$ cat config.mk
export PLATFORM = sky130hd
export DESIGN_NAME = hex_record_data_extractor_unit
export DESIGN_NICKNAME = d
export VERILOG_FILES = /design/src/hw/rtl/hrde_pkg.sv /design/src/hw/rtl/hrde_front.sv /design/src/hw/rtl/hrde_queue.sv /design/src/hw/rtl/hex_record_data_extractor_unit.sv
export SDC_FILE = /design/constraint.sdc
export NUM_CORES = 1
export LEC_CHECK = 0
export ABC_AREA = 1
export BUFFER_PORTS_ARGS = -buffer_cell sky130_fd_sc_hd__buf_2
export CAP_MARGIN = 0
export CORE_MARGIN = 2
export CORE_UTILIZATION = 35
export DETAILED_ROUTE_END_ITERATION = 6
export HOLD_SLACK_MARGIN = 0.12
export SLEW_MARGIN = 0
export SYNTH_ARGS = -nofsm -noshare
export SYNTH_HDL_FRONTEND = slang
export SYNTH_SLANG_ARGS = --single-unit
$ cat constraint.sdc
create_clock -name clk_i -period 10.5 [get_ports clk_i]
set_input_delay 0 -clock clk_i [delete_from_list [all_inputs] [get_ports clk_i]]
set_output_delay 0 -clock clk_i [all_outputs]
set_load 0.01 [all_outputs]
$ cat src/hw/rtl/hrde_pkg.sv
// Shared types, constants and decode functions for the hex record data extractor.
package hrde_pkg;

  // Character that ends a line of hex text.
  localparam logic [7:0] CharNewline = 8'd10;

  // Character positions within one record line.
  localparam int unsigned PosW = 10;
  localparam logic [PosW-1:0] PosMax     = 10'd1023;
  localparam logic [PosW-1:0] PosCountHi = 10'd1;
  localparam logic [PosW-1:0] PosCountLo = 10'd2;
  localparam logic [PosW-1:0] PosTypeHi  = 10'd7;
  localparam logic [PosW-1:0] PosTypeLo  = 10'd8;
  localparam logic [PosW-1:0] PosData    = 10'd9;

  // Data byte index within a record, wide enough for any saturated position.
  localparam int unsigned IdxW = PosW - 1;

  // Record type that carries data.
  localparam logic [7:0] RecTypeData = 8'h00;

  // Depth of the queue between the front and back parts.
  localparam int unsigned QueueDepth = 4;
  localparam int unsigned QueuePtrW  = $clog2(QueueDepth);
  localparam int unsigned QueueCntW  = $clog2(QueueDepth + 1);

  // One result waiting for delivery.
  typedef struct packed {
    logic [7:0] data_byte;
    logic       last_of_record;
  } item_t;

  // Hex digit value of an ASCII character; anything that is not a digit gives zero.
  function automatic logic [3:0] digit_value(input logic [7:0] ch);
    logic [3:0] val;
    val = 4'd0;
    if (ch >= 8'd48 && ch <= 8'd57) begin
      val = 4'(ch - 8'd48);
    end else if (ch >= 8'd65 && ch <= 8'd70) begin
      val = 4'(ch - 8'd55);
    end else if (ch >= 8'd97 && ch <= 8'd102) begin
      val = 4'(ch - 8'd87);
    end
    return val;
  endfunction

  // Reverse the bit order of a byte.
  function automatic logic [7:0] reverse8(input logic [7:0] v);
    logic [7:0] r;
    for (int i = 0; i < 8; i++) begin
      r[i] = v[7-i];
    end
    return r;
  endfunction

endpackage

$ cat src/hw/rtl/hrde_front.sv
// Front part: tracks the position in each line, decodes header fields and data pairs.
module hrde_front #(
  parameter int unsigned MAX_RECORD_BYTES = 255
) (
  input  logic               clk_i,
  input  logic               rst_ni,
  input  logic               accept_i,  // a character transaction completes
  input  logic [7:0]         char_i,
  output logic               push_o,
  output hrde_pkg::item_t    item_o
);
  import hrde_pkg::*;

  localparam logic [7:0] MaxBytes = 8'(MAX_RECORD_BYTES);

  logic [PosW-1:0] pos_q, pos_d;
  logic [7:0]      count_q, count_d;
  logic [7:0]      type_q, type_d;
  logic [3:0]      nibble_q, nibble_d;

  logic            is_newline;
  logic [3:0]      digit;
  logic [PosW-1:0] data_off;
  logic [IdxW-1:0] idx;
  logic [7:0]      limit;
  logic            in_data;
  logic            low_digit;

  assign is_newline = (char_i == CharNewline);
  assign digit      = digit_value(char_i);
  assign in_data    = (pos_q >= PosData);
  assign data_off   = pos_q - PosData;
  assign low_digit  = data_off[0];
  assign idx        = data_off[PosW-1:1];
  assign limit      = (count_q > MaxBytes) ? MaxBytes : count_q;

  // Field decode and position update for each accepted character.
  always_comb begin
    pos_d    = pos_q;
    count_d  = count_q;
    type_d   = type_q;
    nibble_d = nibble_q;
    if (accept_i) begin
      if (is_newline) begin
        pos_d    = '0;
        count_d  = '0;
        type_d   = '0;
        nibble_d = '0;
      end else begin
        if (pos_q == PosCountHi || pos_q == PosTypeHi) begin
          nibble_d = digit;
        end else if (pos_q == PosCountLo) begin
          count_d = {nibble_q, digit};
        end else if (pos_q == PosTypeLo) begin
          type_d = {nibble_q, digit};
        end else if (in_data && !low_digit) begin
          nibble_d = digit;
        end
        if (pos_q < PosMax) begin
          pos_d = pos_q + 10'd1;
        end
      end
    end
  end

  // A second digit of a pair inside the byte count of a data record gives a result.
  assign push_o = accept_i && !is_newline && in_data && low_digit &&
                  (type_q == RecTypeData) && (idx < {1'b0, limit});
  assign item_o.data_byte      = reverse8({nibble_q, digit});
  assign item_o.last_of_record = ((idx + 9'd1) == {1'b0, limit});

  always_ff @(posedge clk_i or negedge rst_ni) begin
    if (!rst_ni) begin
      pos_q    <= '0;
      count_q  <= '0;
      type_q   <= '0;
      nibble_q <= '0;
    end else begin
      pos_q    <= pos_d;
      count_q  <= count_d;
      type_q   <= type_d;
      nibble_q <= nibble_d;
    end
  end

  // A result is only ever produced for a data record and within its limit.
  assert property (@(posedge clk_i) disable iff (!rst_ni)
    push_o |-> (type_q == RecTypeData) && (limit != 8'd0))
    else $error("front: result outside a data record");

  // After a newline the next line starts at position zero.
  assert property (@(posedge clk_i) disable iff (!rst_ni)
    (accept_i && is_newline) |=> (pos_q == '0) && (count_q == '0))
    else $error("front: line state not cleared by newline");

  // The position never moves without an accepted character.
  assert property (@(posedge clk_i) disable iff (!rst_ni)
    !accept_i |=> $stable(pos_q))
    else $error("front: position moved without a character");

endmodule

$ cat src/hw/rtl/hrde_queue.sv
// Back part: a short queue of decoded results that drives the output stream.
module hrde_queue (
  input  logic            clk_i,
  input  logic            rst_ni,
  input  logic            push_i,
  input  hrde_pkg::item_t item_i,
  output logic            full_o,
  output logic            m_axis_tvalid_o,
  input  logic            m_axis_tready_i,
  output logic [7:0]      m_axis_tdata_o,   // bits 7:0 data_byte
  output logic            m_axis_tlast_o
);
  import hrde_pkg::*;

  item_t                mem_q [QueueDepth];
  logic [QueuePtrW-1:0] wr_ptr_q, rd_ptr_q;
  logic [QueueCntW-1:0] cnt_q, cnt_d;
  logic                 pop;

  assign pop    = m_axis_tvalid_o && m_axis_tready_i;
  assign full_o = (cnt_q == QueueCntW'(QueueDepth));

  // Storage is written at the tail only.
  always_ff @(posedge clk_i) begin
    if (push_i) begin
      mem_q[wr_ptr_q] <= item_i;
    end
  end

  // Occupancy follows pushes and pops.
  always_comb begin
    cnt_d = cnt_q;
    if (push_i && !pop) begin
      cnt_d = cnt_q + QueueCntW'(1);
    end else if (!push_i && pop) begin
      cnt_d = cnt_q - QueueCntW'(1);
    end
  end

  always_ff @(posedge clk_i or negedge rst_ni) begin
    if (!rst_ni) begin
      wr_ptr_q <= '0;
      rd_ptr_q <= '0;
      cnt_q    <= '0;
    end else begin
      if (push_i) begin
        wr_ptr_q <= wr_ptr_q + QueuePtrW'(1);
      end
      if (pop) begin
        rd_ptr_q <= rd_ptr_q + QueuePtrW'(1);
      end
      cnt_q <= cnt_d;
    end
  end

  // The head entry is presented on the output stream.
  assign m_axis_tvalid_o = (cnt_q != '0);
  assign m_axis_tdata_o  = mem_q[rd_ptr_q].data_byte;
  assign m_axis_tlast_o  = mem_q[rd_ptr_q].last_of_record;

  // Occupancy never exceeds the depth.
  assert property (@(posedge clk_i) disable iff (!rst_ni)
    cnt_q <= QueueCntW'(QueueDepth))
    else $error("queue: occupancy beyond depth");

  // The front never pushes into a full queue.
  assert property (@(posedge clk_i) disable iff (!rst_ni)
    full_o |-> !push_i)
    else $error("queue: push while full");

  // Occupancy tracks the pointer distance.
  assert property (@(posedge clk_i) disable iff (!rst_ni)
    (cnt_q != '0 && cnt_q != QueueCntW'(QueueDepth)) |->
      (wr_ptr_q - rd_ptr_q) == cnt_q[QueuePtrW-1:0])
    else $error("queue: pointers disagree with occupancy");

endmodule

$ cat src/hw/rtl/hex_record_data_extractor_unit.sv
// Top level of the hex record data extractor: front decoder and result queue.
//
// Takes Intel HEX text one character per transaction on the input stream and
// delivers the data bytes of type 0 records, bit-reversed, on the output stream,
// with tlast marking the final byte of a record (at most MAX_RECORD_BYTES per
// record). A newline starts a new record; the first character of each line is
// skipped, the address and checksum are ignored, and non-hex characters decode
// as zero. One character is accepted every cycle; the decoder holds only a
// position counter and a few header registers, and a four-entry result queue
// parts the input from the output, so the input stalls only when that queue is
// full because the output side is not taking results. Each result is registered
// in the queue before it is presented on the output. There is no clearing pass
// after reset.
module hex_record_data_extractor_unit #(
  parameter int unsigned MAX_RECORD_BYTES = 255
) (
  input  logic       clk_i,
  input  logic       rst_ni,
  input  logic       s_axis_tvalid_i,
  output logic       s_axis_tready_o,
  input  logic [7:0] s_axis_tdata_i,   // bits 7:0 char_in
  output logic       m_axis_tvalid_o,
  input  logic       m_axis_tready_i,
  output logic [7:0] m_axis_tdata_o,   // bits 7:0 data_byte
  output logic       m_axis_tlast_o
);
  import hrde_pkg::*;

  logic  accept;
  logic  push;
  logic  full;
  item_t item;

  assign s_axis_tready_o = !full;
  assign accept          = s_axis_tvalid_i && s_axis_tready_o;

  // Character decode.
  hrde_front #(
    .MAX_RECORD_BYTES(MAX_RECORD_BYTES)
  ) u_front (
    .clk_i   (clk_i),
    .rst_ni  (rst_ni),
    .accept_i(accept),
    .char_i  (s_axis_tdata_i),
    .push_o  (push),
    .item_o  (item)
  );

  // Result queue and output stream.
  hrde_queue u_queue (
    .clk_i          (clk_i),
    .rst_ni         (rst_ni),
    .push_i         (push),
    .item_i         (item),
    .full_o         (full),
    .m_axis_tvalid_o(m_axis_tvalid_o),
    .m_axis_tready_i(m_axis_tready_i),
    .m_axis_tdata_o (m_axis_tdata_o),
    .m_axis_tlast_o (m_axis_tlast_o)
  );

endmodule

==> flow_summary_export.csv, run 1 <==
group,metric,value,unit
hold_path,worstHoldStart,"s_axis_tdata_i[3]",
floorplanning,io_pins,23,
grt,grt_pass1_vias,3408,
layout,diodes,0,
placement,post-place-ws,6.56,ns
synth,synth_ff_type,"dfrtp_1",
synth,ys_seq_elements,73,
detailed_routing,route.vias.total,3345,
grt,grt_pass1_wl,16500,um
clock_network,cts_resized,0,
hold_path,hp-class,"in2reg",
sta,setup_tns,0,ns
grt,grt_start_max_net_pins,38,
layout,finalNetCount,563,
sta,fmax,0.253,GHz
critical_path,cp.required,10.71,ns
detailed_routing,drc,0,
clock_network,clk_latency,0.34,ns
clock_network,clock_path_buffers,2,
placement,globalplace.congestion,0.862,
layout,drive_above_1_share,14.1,%
power_and_ir_drop,powerDensity,282,mW/mm^2
placement,hpwl,6870,um
grt,antenna_found_initial,0,
synth,synth_top_cells_by_area,"edfxtp_1, dfrtp_1, nand2_1",
detailed_routing,dr.pass1.iters,4,
power_and_ir_drop,p_leak,2.16,nW
floorplanning,initial_core_util,35.7,%
sta,finalSetupViolations,0,
hold_path,min_to,"u_front.count_q[3]$_DFFE_PN0P_",
critical_path,cp-end-kind,"register",
flow_run,drv_cap,0,
critical_path,arrival,4.17,ns
synth,synth_nets,539,
critical_path,critPathLaunchType,"register",
synth,ys_top_cells_by_count,"nand2_1, inv_1, nor2_1, nand3_1, dfrtp_1",
detailed_routing,drtAntennaViolNets,0,
critical_path,critPathKind,"reg2reg",
synth,synth.most_common_cell,"nand2_1",
critical_path,r2r_slack,6.54,ns
synth,synth_seq_area_share,47.3,%
power_and_ir_drop,ir_drop,0.000117,V
detailed_routing,wirelength,9290,um
clock_network,cts.sinks,73,
layout,syn2layout_area_growth,13.5,%
critical_path,r2r-start,"u_front.pos_q[0]$_DFFE_PN0P_",
synth,syn_inst,503,
critical_path,r2r_end,"u_queue.cnt_q[2]$_DFFE_PN0P_",
floorplanning,die-height,114,um
synth,yosysTopAreaCell,"edfxtp_1",
sta,rsz0062_at_grt,"no",
clock_network,cts_buffers,9,
detailed_routing,drtIter0Drc,211,
synth,syn-cell-area,0.00425,sq mm
outcome,run_status,"completed",
clock_network,tritoncts,"done",
sta,worstMarginPinSlew,0.943,ns
detailed_routing,vias_per_cell,4.93,
critical_path,crit_fanout,8,
sta,period_share,37.7,%
floorplanning,rows,40,
floorplanning,core,0.0119,sq mm
synth,async_reset_ff_share,50.7,%
clock_network,root_buffer,"clkbuf_16",
grt,grtUsageTotal,16.0,%
synth,syn_area_per_cell,8.44,sq um
synth,synth_warnings,0,
grt,gr-total-overflow,0,
synth,ys_types,36,
critical_path,ff2ff_path_depth,23,
placement,io_buffers,22,
synth,yosysTopAreaCellShare,25.5,%
sta,hold_viol_final,0,
sta,relSlewSlack,36.9,%
hold_path,min_path_cells,5,
synth,synth_edf_count,36,
clock_network,clk_pin_slew_worst_paths,0.06,ns
detailed_routing,wl_per_cell,13.7,um
sta,slew_violations,0,
sta,fin_crit,3.96,ns
sta,skew,0.00944,ns
sta,timing.final.ws_setup,6.54,ns
floorplanning,dieWidth,114,um
floorplanning,dieArea,0.0130,sq mm
clock_network,h-tree-depth,3,
sequential cells by signal (all words and copies together), names as in the netlist:
| register | flops |
|---|---|
| u_queue.mem_q | 36 |
| u_front.pos_q | 10 |
| u_front.count_q | 8 |
| u_front.type_q | 8 |
| u_front.nibble_q | 4 |
| u_queue.cnt_q | 3 |
| u_queue.rd_ptr_q | 2 |
| u_queue.wr_ptr_q | 2 |
through the flow:
stage          power [mW]  std cells  instance area (sq um)  hold slack [ns]  util [%]
2_1_floorplan       0.872        503                   4250           -0.296         -
3_3_place_gp         1.01        661                   4470            0.176      37.5
3_5_place_dp         1.03        661                   4470            0.191      37.5
4_1_cts              1.37        679                   4820            0.217      40.5
5_1_grt              1.49        679                   4820            0.238      40.5
6_report             1.36        679                   4820            0.217      40.5
power by group:
part           total [mW]  switching, mW  leakage (nW)  internal, mW
combinational       0.589          0.380          1.18         0.208
clock               0.338          0.127         0.162         0.211
sequential          0.433         0.0708         0.819         0.362
worst max path at each step:
stage                                            start                      endpoint  slack (ns)
final                     u_front.pos_q[0]$_DFFE_PN0P_  u_queue.cnt_q[2]$_DFFE_PN0P_        6.54
after global routing      u_front.pos_q[0]$_DFFE_PN0P_  u_queue.cnt_q[2]$_DFFE_PN0P_        6.16
after CTS                 u_front.pos_q[0]$_DFFE_PN0P_  u_queue.cnt_q[2]$_DFFE_PN0P_        6.55
after detailed placement  u_front.pos_q[0]$_DFFE_PN0P_  u_queue.cnt_q[2]$_DFFE_PN0P_        6.56
after global placement    u_front.pos_q[0]$_DFFE_PN0P_  u_queue.cnt_q[2]$_DFFE_PN0P_        6.67
after floorplan           u_front.pos_q[0]$_DFFE_PN0P_  u_queue.cnt_q[2]$_DFFE_PN0P_        7.12
placed cells by master, fill, tap and decap left out, types with 12 or more instances in the layout:
| cell type | count |
|---|---|
| o21ai_2 | 12 |
| ha_1 | 23 |
| edfxtp_1 | 36 |
| inv_1 | 56 |
| a21oi_1 | 12 |
| nand2_1 | 125 |
| dfrtp_1 | 37 |
| nor2_1 | 53 |
| buf_2 | 22 |
| nand3_1 | 39 |
| o21ai_0 | 32 |
metal layers:
| layer | global-route usage (%) | share of wire (%) | vias up | routed length, um |
|---|---|---|---|---|
| met5 | 0 | 0 | - | 0 |
| met3 | 2.59 | 2.4 | 12 | 221 |
| met4 | 5.53 | 1.6 | 0 | 149 |
| met1 | 20.6 | 48 | 1569 | 4460 |
| li1 | - | - | 1710 | - |
| met2 | 27.3 | 48 | 54 | 4460 |
cell families (layout without fill, tap and decap cells):
family                     count (synthesis)  in the layout  share of synthesized area (%)
adders and majority gates                 24             24                           7.25
AOI/OAI and AO/OA                         76             76                           10.9
buffers and inverters                     75            104                           7.28
DFF                                       73             73                           47.3
xor gates and xnor gates                   7              7                           1.44
and+or+nand+nor                          248            248                           25.9
worst max-delay path, cell delays in order (launching register included):
cell     delay, ns
dfrtp_1       0.44
inv_1         0.23
ha_1          0.26
nand2_1       0.08
nand2_1       0.15
nand2_1       0.09
nand2_2       0.11
inv_2         0.05
ha_1          0.27
nand2_1       0.08
nor2_1        0.05
nor2_1        0.08
nand3_1       0.09
nand3_1       0.08
nand2_1       0.05
o21ai_0       0.36
nand2_1       0.25
inv_1         0.12
ha_1          0.15
inv_1         0.07
fa_1          0.38
a21oi_1       0.15
o21ai_0       0.11
xor2_1        0.15
final cells by class:
| class | count | area [sq um] |
|---|---|---|
| repair buffers | 24 | 130 |
| multi-input cells | 355 | 1930 |
| clock buffers | 9 | 225 |
| flip-flops and latches | 73 | 2010 |
| fillers | 1201 | 7090 |
| clock inverters | 7 | 103 |
| inverters | 64 | 240 |
| well taps | 147 | 184 |
what timing repair did:
item,4_1_cts,5_1_grt
endpoints found under the setup margin,0,0
buffers inserted,0,0
hold endpoints to repair,39,0
hold buffers,2,0
No activity file was read; power rests on OpenSTA's default activity.
==> run 2: changes to the inputs <==
clock period = 3.65 ns   (was 10.5 ns; I/O delays follow)
==> flow_summary_export.csv, run 2 (synthesized netlist as in run 1, its figures left out) <==
group,metric,value,unit
detailed_routing,wl_per_cell,13.6,um
grt,grt_start_max_net_pins,38,
sta,setup_tns,0,ns
floorplanning,io_pins,23,
placement,hpwl,6890,um
layout,final_cell_mix,"nand2_1, inv_1, nor2_1",
layout,register_area,0.00201,sq mm
sta,relSlewSlack,40.3,%
layout,diodes,0,
layout,largest-register,"u_queue.mem_q",
detailed_routing,dr.pass1.iters,4,
clock_network,root_buffer,"clkbuf_16",
detailed_routing,drc,0,
critical_path,ff2ff_path_depth,23,
placement,globalplace.congestion,0.816,
hold_path,min_path_cells,5,
sta,fin_crit,3.30,ns
layout,syn2layout_area_growth,15.6,%
layout,final.fill_count,1196,
floorplanning,dieArea,0.0130,sq mm
critical_path,r2r_end,"u_queue.cnt_q[2]$_DFFE_PN0P_",
clock_network,tritoncts,"done",
layout,drive_above_1_share,16.4,%
critical_path,arrival,3.51,ns
sta,worstMarginPinSlew,0.896,ns
power_and_ir_drop,powerDensity,814,mW/mm^2
layout,largest_reg_flops,36,
grt,antenna_found_initial,0,
critical_path,cp-startpoint,"u_front.pos_q[1]$_DFFE_PN0P_",
clock_network,clk_latency,0.33,ns
grt,grtUsageTotal,15.4,%
sta,period_share,90.5,%
floorplanning,rows,40,
clock_network,cts_buffers,9,
layout,multi_input_area,0.00194,sq mm
sta,finalSetupViolations,0,
clock_network,clock_path_buffers,2,
sta,fmax,0.303,GHz
critical_path,cp-end-kind,"register",
placement,dp.cells,671,
detailed_routing,drtAntennaViolNets,0,
grt,gr-total-overflow,0,
critical_path,cp.required,3.86,ns
floorplanning,dieWidth,114,um
sta,slew_violations,0,
clock_network,cts_setup_buffers,0,
critical_path,crit_end,"u_queue.cnt_q[2]$_DFFE_PN0P_",
grt,grt_pass1_wl,16000,um
critical_path,r2r_slack,0.35,ns
critical_path,critPathLaunchType,"register",
power_and_ir_drop,ir_drop,0.000325,V
layout,final_cells,689,
critical_path,critPathKind,"reg2reg",
floorplanning,core,0.0119,sq mm
layout,top_regs,"u_queue.mem_q x36, u_front.pos_q x10",
power_and_ir_drop,finalPower,3.99,mW
floorplanning,initial_core_util,35.7,%
detailed_routing,wirelength,9350,um
clock_network,clk_pin_slew_worst_paths,0.06,ns
detailed_routing,vias_per_cell,4.86,
outcome,run_status,"completed",
sta,whs,0.224,ns
sta,skew,0.00711,ns
detailed_routing,route.vias.total,3348,
critical_path,r2r-start,"u_front.pos_q[1]$_DFFE_PN0P_",
clock_network,cts.sinks,73,
detailed_routing,drtIter0Drc,175,
clock_network,h-tree-depth,3,
placement,io_buffers,22,
sta,hold_viol_final,0,
floorplanning,die-height,114,um
power_and_ir_drop,p_leak,2.21,nW
layout,layout_commonest_cell,"nand2_1",
flow_run,drv_cap,0,
critical_path,crit_fanout,6,
layout,finalNetCount,573,
hold_path,hp-class,"in2reg",
grt,grt_pass1_vias,3378,
==> run 2: how the worst min path moves through the flow <==
| stage | startpoint | to | slack [ns] |
|---|---|---|---|
| after floorplan | rst_ni | u_front.count_q[0]$_DFFE_PN0P_ | -0.30 |
| after global placement | rst_ni | u_front.pos_q[5]$_DFFE_PN0P_ | 0.17 |
| after detailed placement | rst_ni | u_front.pos_q[5]$_DFFE_PN0P_ | 0.18 |
| after CTS | s_axis_tdata_i[3] | u_front.type_q[3]$_DFFE_PN0P_ | 0.23 |
| after global routing | s_axis_tdata_i[3] | u_front.pos_q[8]$_DFFE_PN0P_ | 0.25 |
| final | s_axis_tvalid_i | u_front.pos_q[8]$_DFFE_PN0P_ | 0.22 |
==> run 2: critical path, cell delays in order (launching register included) <==
cell and delay (ns):
dfrtp_1 0.43, inv_2 0.13, ha_2 0.21, nand2_1 0.08, nand2_2 0.12, nand2_1 0.08
nand2_2 0.11, inv_2 0.05, ha_1 0.26, nand2_1 0.08, inv_1 0.05, nand4_1 0.07
nand3_1 0.10, nand3_1 0.08, nand2_1 0.06, o21ai_2 0.15, nand2_1 0.10, inv_1 0.07
ha_1 0.14, inv_1 0.06, fa_1 0.37, a21oi_1 0.14, o21ai_0 0.11, xor2_1 0.16
==> run 2: final cells by class <==
type	count	share of cell area, %
clock buffer	9	4.59
clock inverter	7	2.09
tap	147	3.75
inverter	64	4.89
multi-input combinational	355	39.6
sequential	73	40.9
timing repair buffer	34	4.18
==> run 2: report_power, final <==
part | internal, mW | total (mW) | switching, mW
registers | 1.04 | 1.23 | 0.185
logic | 0.665 | 1.80 | 1.13
clock network | 0.607 | 0.969 | 0.362
==> run 2: per-stage QoR <==
stage	cell area [sq um]	worst slack, ns	utilization [%]
floorplan	4250	0.269	-
global placement	4550	0.122	38.2
detailed placement	4550	0.0536	38.2
CTS	4890	0.0410	41.1
global route	4910	-0.0278	41.2
finish	4910	0.348	41.2
==> run 2: metal layers <==
layer  vias to the layer above  share of wire, %  track usage (%)
met4                         0              0.47             2.68
met1                      1570                46             18.8
li1                       1737                 -                -
met5                         -                 0                0
met3                         4               2.6             3.55
met2                        37                51             28.2
==> run 2: timing repair <==
item,CTS,global route
endpoints found under the setup margin,0,2
endpoints found under the hold margin,39,0
hold buffers,2,0
resized for setup,0,6
==> run 3: changes to the inputs <==
MAX_ROUTING_LAYER = met4   (was unset)
==> flow_summary_export.csv, run 3 (synthesized netlist as in run 1, its figures left out) <==
group,metric,value,unit
outcome,run_status,"completed",
placement,io_buffers,22,
sta,slew_violations,0,
sta,skew,0.0106,ns
layout,top_regs,"u_queue.mem_q x36, u_front.pos_q x10",
grt,grt_pass1_vias,3377,
clock_network,cts_buffers,9,
detailed_routing,drc,0,
detailed_routing,drtAntennaViolNets,0,
critical_path,cp.required,3.86,ns
critical_path,critPathMostFrequentCell,"nand2_1",
sta,finalSetupViolations,0,
power_and_ir_drop,finalPower,4.00,mW
detailed_routing,vias_per_cell,4.83,
critical_path,crit_buf_inv,3,
floorplanning,die-height,114,um
critical_path,critPathKind,"reg2reg",
layout,largest-register,"u_queue.mem_q",
critical_path,crit_fanout,9,
grt,gr-total-overflow,0,
layout,largest_reg_flops,36,
detailed_routing,drtIter0Drc,186,
layout,drive_above_1_share,16.4,%
floorplanning,core,0.0119,sq mm
placement,hpwl,6890,um
critical_path,crit_family,"simple AND/OR/NAND/NOR gates",
floorplanning,initial_core_util,35.7,%
floorplanning,dieWidth,114,um
sta,hold_viol_final,0,
clock_network,clock_path_buffers,2,
placement,globalplace.congestion,0.828,
detailed_routing,route.vias.total,3325,
power_and_ir_drop,p_leak,2.21,nW
grt,antenna_found_initial,0,
sta,relSlewSlack,41.1,%
critical_path,r2r_slack,0.35,ns
clock_network,clk_latency,0.33,ns
critical_path,critPathLaunchType,"register",
grt,grtUsageTotal,15.9,%
layout,finalNetCount,573,
power_and_ir_drop,ir_drop,0.000328,V
grt,grt_pass1_wl,16000,um
layout,diodes,0,
clock_network,root_buffer,"clkbuf_16",
clock_network,h-tree-depth,3,
sta,fmax,0.303,GHz
detailed_routing,wirelength,9340,um
critical_path,critPathMaxStageDelay,0.43,ns
sta,fin_crit,3.30,ns
critical_path,arrival,3.51,ns
clock_network,tritoncts,"done",
critical_path,cp-end-kind,"register",
detailed_routing,dr.pass1.iters,4,
hold_path,hp-class,"in2reg",
layout,syn2layout_area_growth,15.6,%
sta,setup_tns,0,ns
detailed_routing,wl_per_cell,13.6,um
grt,grt_start_max_net_pins,38,
sta,whs,0.223,ns
floorplanning,io_pins,23,
critical_path,cpMaxStageDelayCell,"dfrtp_1",
clock_network,cts.sinks,73,
clock_network,clk_pin_slew_worst_paths,0.06,ns
sta,worstMarginPinSlew,0.884,ns
power_and_ir_drop,powerDensity,814,mW/mm^2
floorplanning,rows,40,
sta,period_share,90.5,%
layout,final_cell_mix,"nand2_1, inv_1, nor2_1",
flow_run,drv_cap,0,
layout,layout_commonest_cell,"nand2_1",
critical_path,crit_chain,"nor2_1, nand2_1, nand2_4, nand2_1, nand2_1, nand2_1, ha_1, nand2_1, inv_1, nand4_1, nand3_1, nand3_1, nand2_1, o21ai_2, nand2_1, inv_1, ha_1, inv_1, fa_1, a21oi_1, o21ai_0, xor2_1",
floorplanning,dieArea,0.0130,sq mm
run 3: final timing paths:
kind | startpoint | end | cells after the start
max | u_front.pos_q[2]$_DFFE_PN0P_ | u_queue.cnt_q[2]$_DFFE_PN0P_ | 22
min | s_axis_tvalid_i | u_front.pos_q[8]$_DFFE_PN0P_ | 5
max reg2reg | u_front.pos_q[2]$_DFFE_PN0P_ | u_queue.cnt_q[2]$_DFFE_PN0P_ | 22
min reg2reg | u_front.type_q[0]$_DFFE_PN0P_ | u_front.type_q[0]$_DFFE_PN0P_ | 2
max in group asynchronous | rst_ni | u_queue.wr_ptr_q[1]$_DFFE_PN0P_ | 2
min in group asynchronous | rst_ni | u_front.pos_q[5]$_DFFE_PN0P_ | 2
run 3: layout make-up:
| type | count | area, sq um |
|---|---|---|
| Multi-Input combinational cell | 355 | 1940 |
| Fill cell | 1196 | 7000 |
| Clock inverter | 7 | 103 |
| Inverter | 64 | 240 |
| Clock buffer | 9 | 225 |
| Tap cell | 147 | 184 |
| Timing Repair Buffer | 34 | 205 |
| Sequential cell | 73 | 2010 |
run 3: routing by layer:
layer	vias to the layer above	track usage (%)	routed length (um)
li1	1736	-	-
met4	0	2.68	31
met1	1551	18.9	4380
met2	36	28.1	4710
met3	2	3.55	218
met5	-	-	0
run 3: tightest hold or removal path, stage by stage:
cell     delay [ns]
buf_2          0.10
nand2_1        0.11
inv_1          0.10
o21ai_4        0.12
o31ai_1        0.07
run 3: timing repair:
action                                 in CTS  in global routing
endpoints found under the hold margin      39                  0
setup buffers                               0                  0
setup endpoints to repair                   0                  2
resized for setup                           0                  6
hold buffers                                2                  0
run 3: through the flow:
stage          util, %  instances  setup slack (ns)  area, sq um
2_1_floorplan        -        503             0.269         4250
3_3_place_gp      38.2        671             0.122         4550
3_5_place_dp      38.2        671            0.0536         4550
4_1_cts           41.1        689            0.0410         4890
5_1_grt           41.2        689           -0.0295         4910
6_report          41.2        689             0.345         4910
run 3: where the power goes:
| part | switching (mW) | internal, mW | total, mW |
|---|---|---|---|
| Sequential | 0.185 | 1.04 | 1.23 |
| Combinational | 1.13 | 0.665 | 1.80 |
| Clock | 0.364 | 0.607 | 0.971 |
| Total | 1.68 | 2.31 | 4.00 |
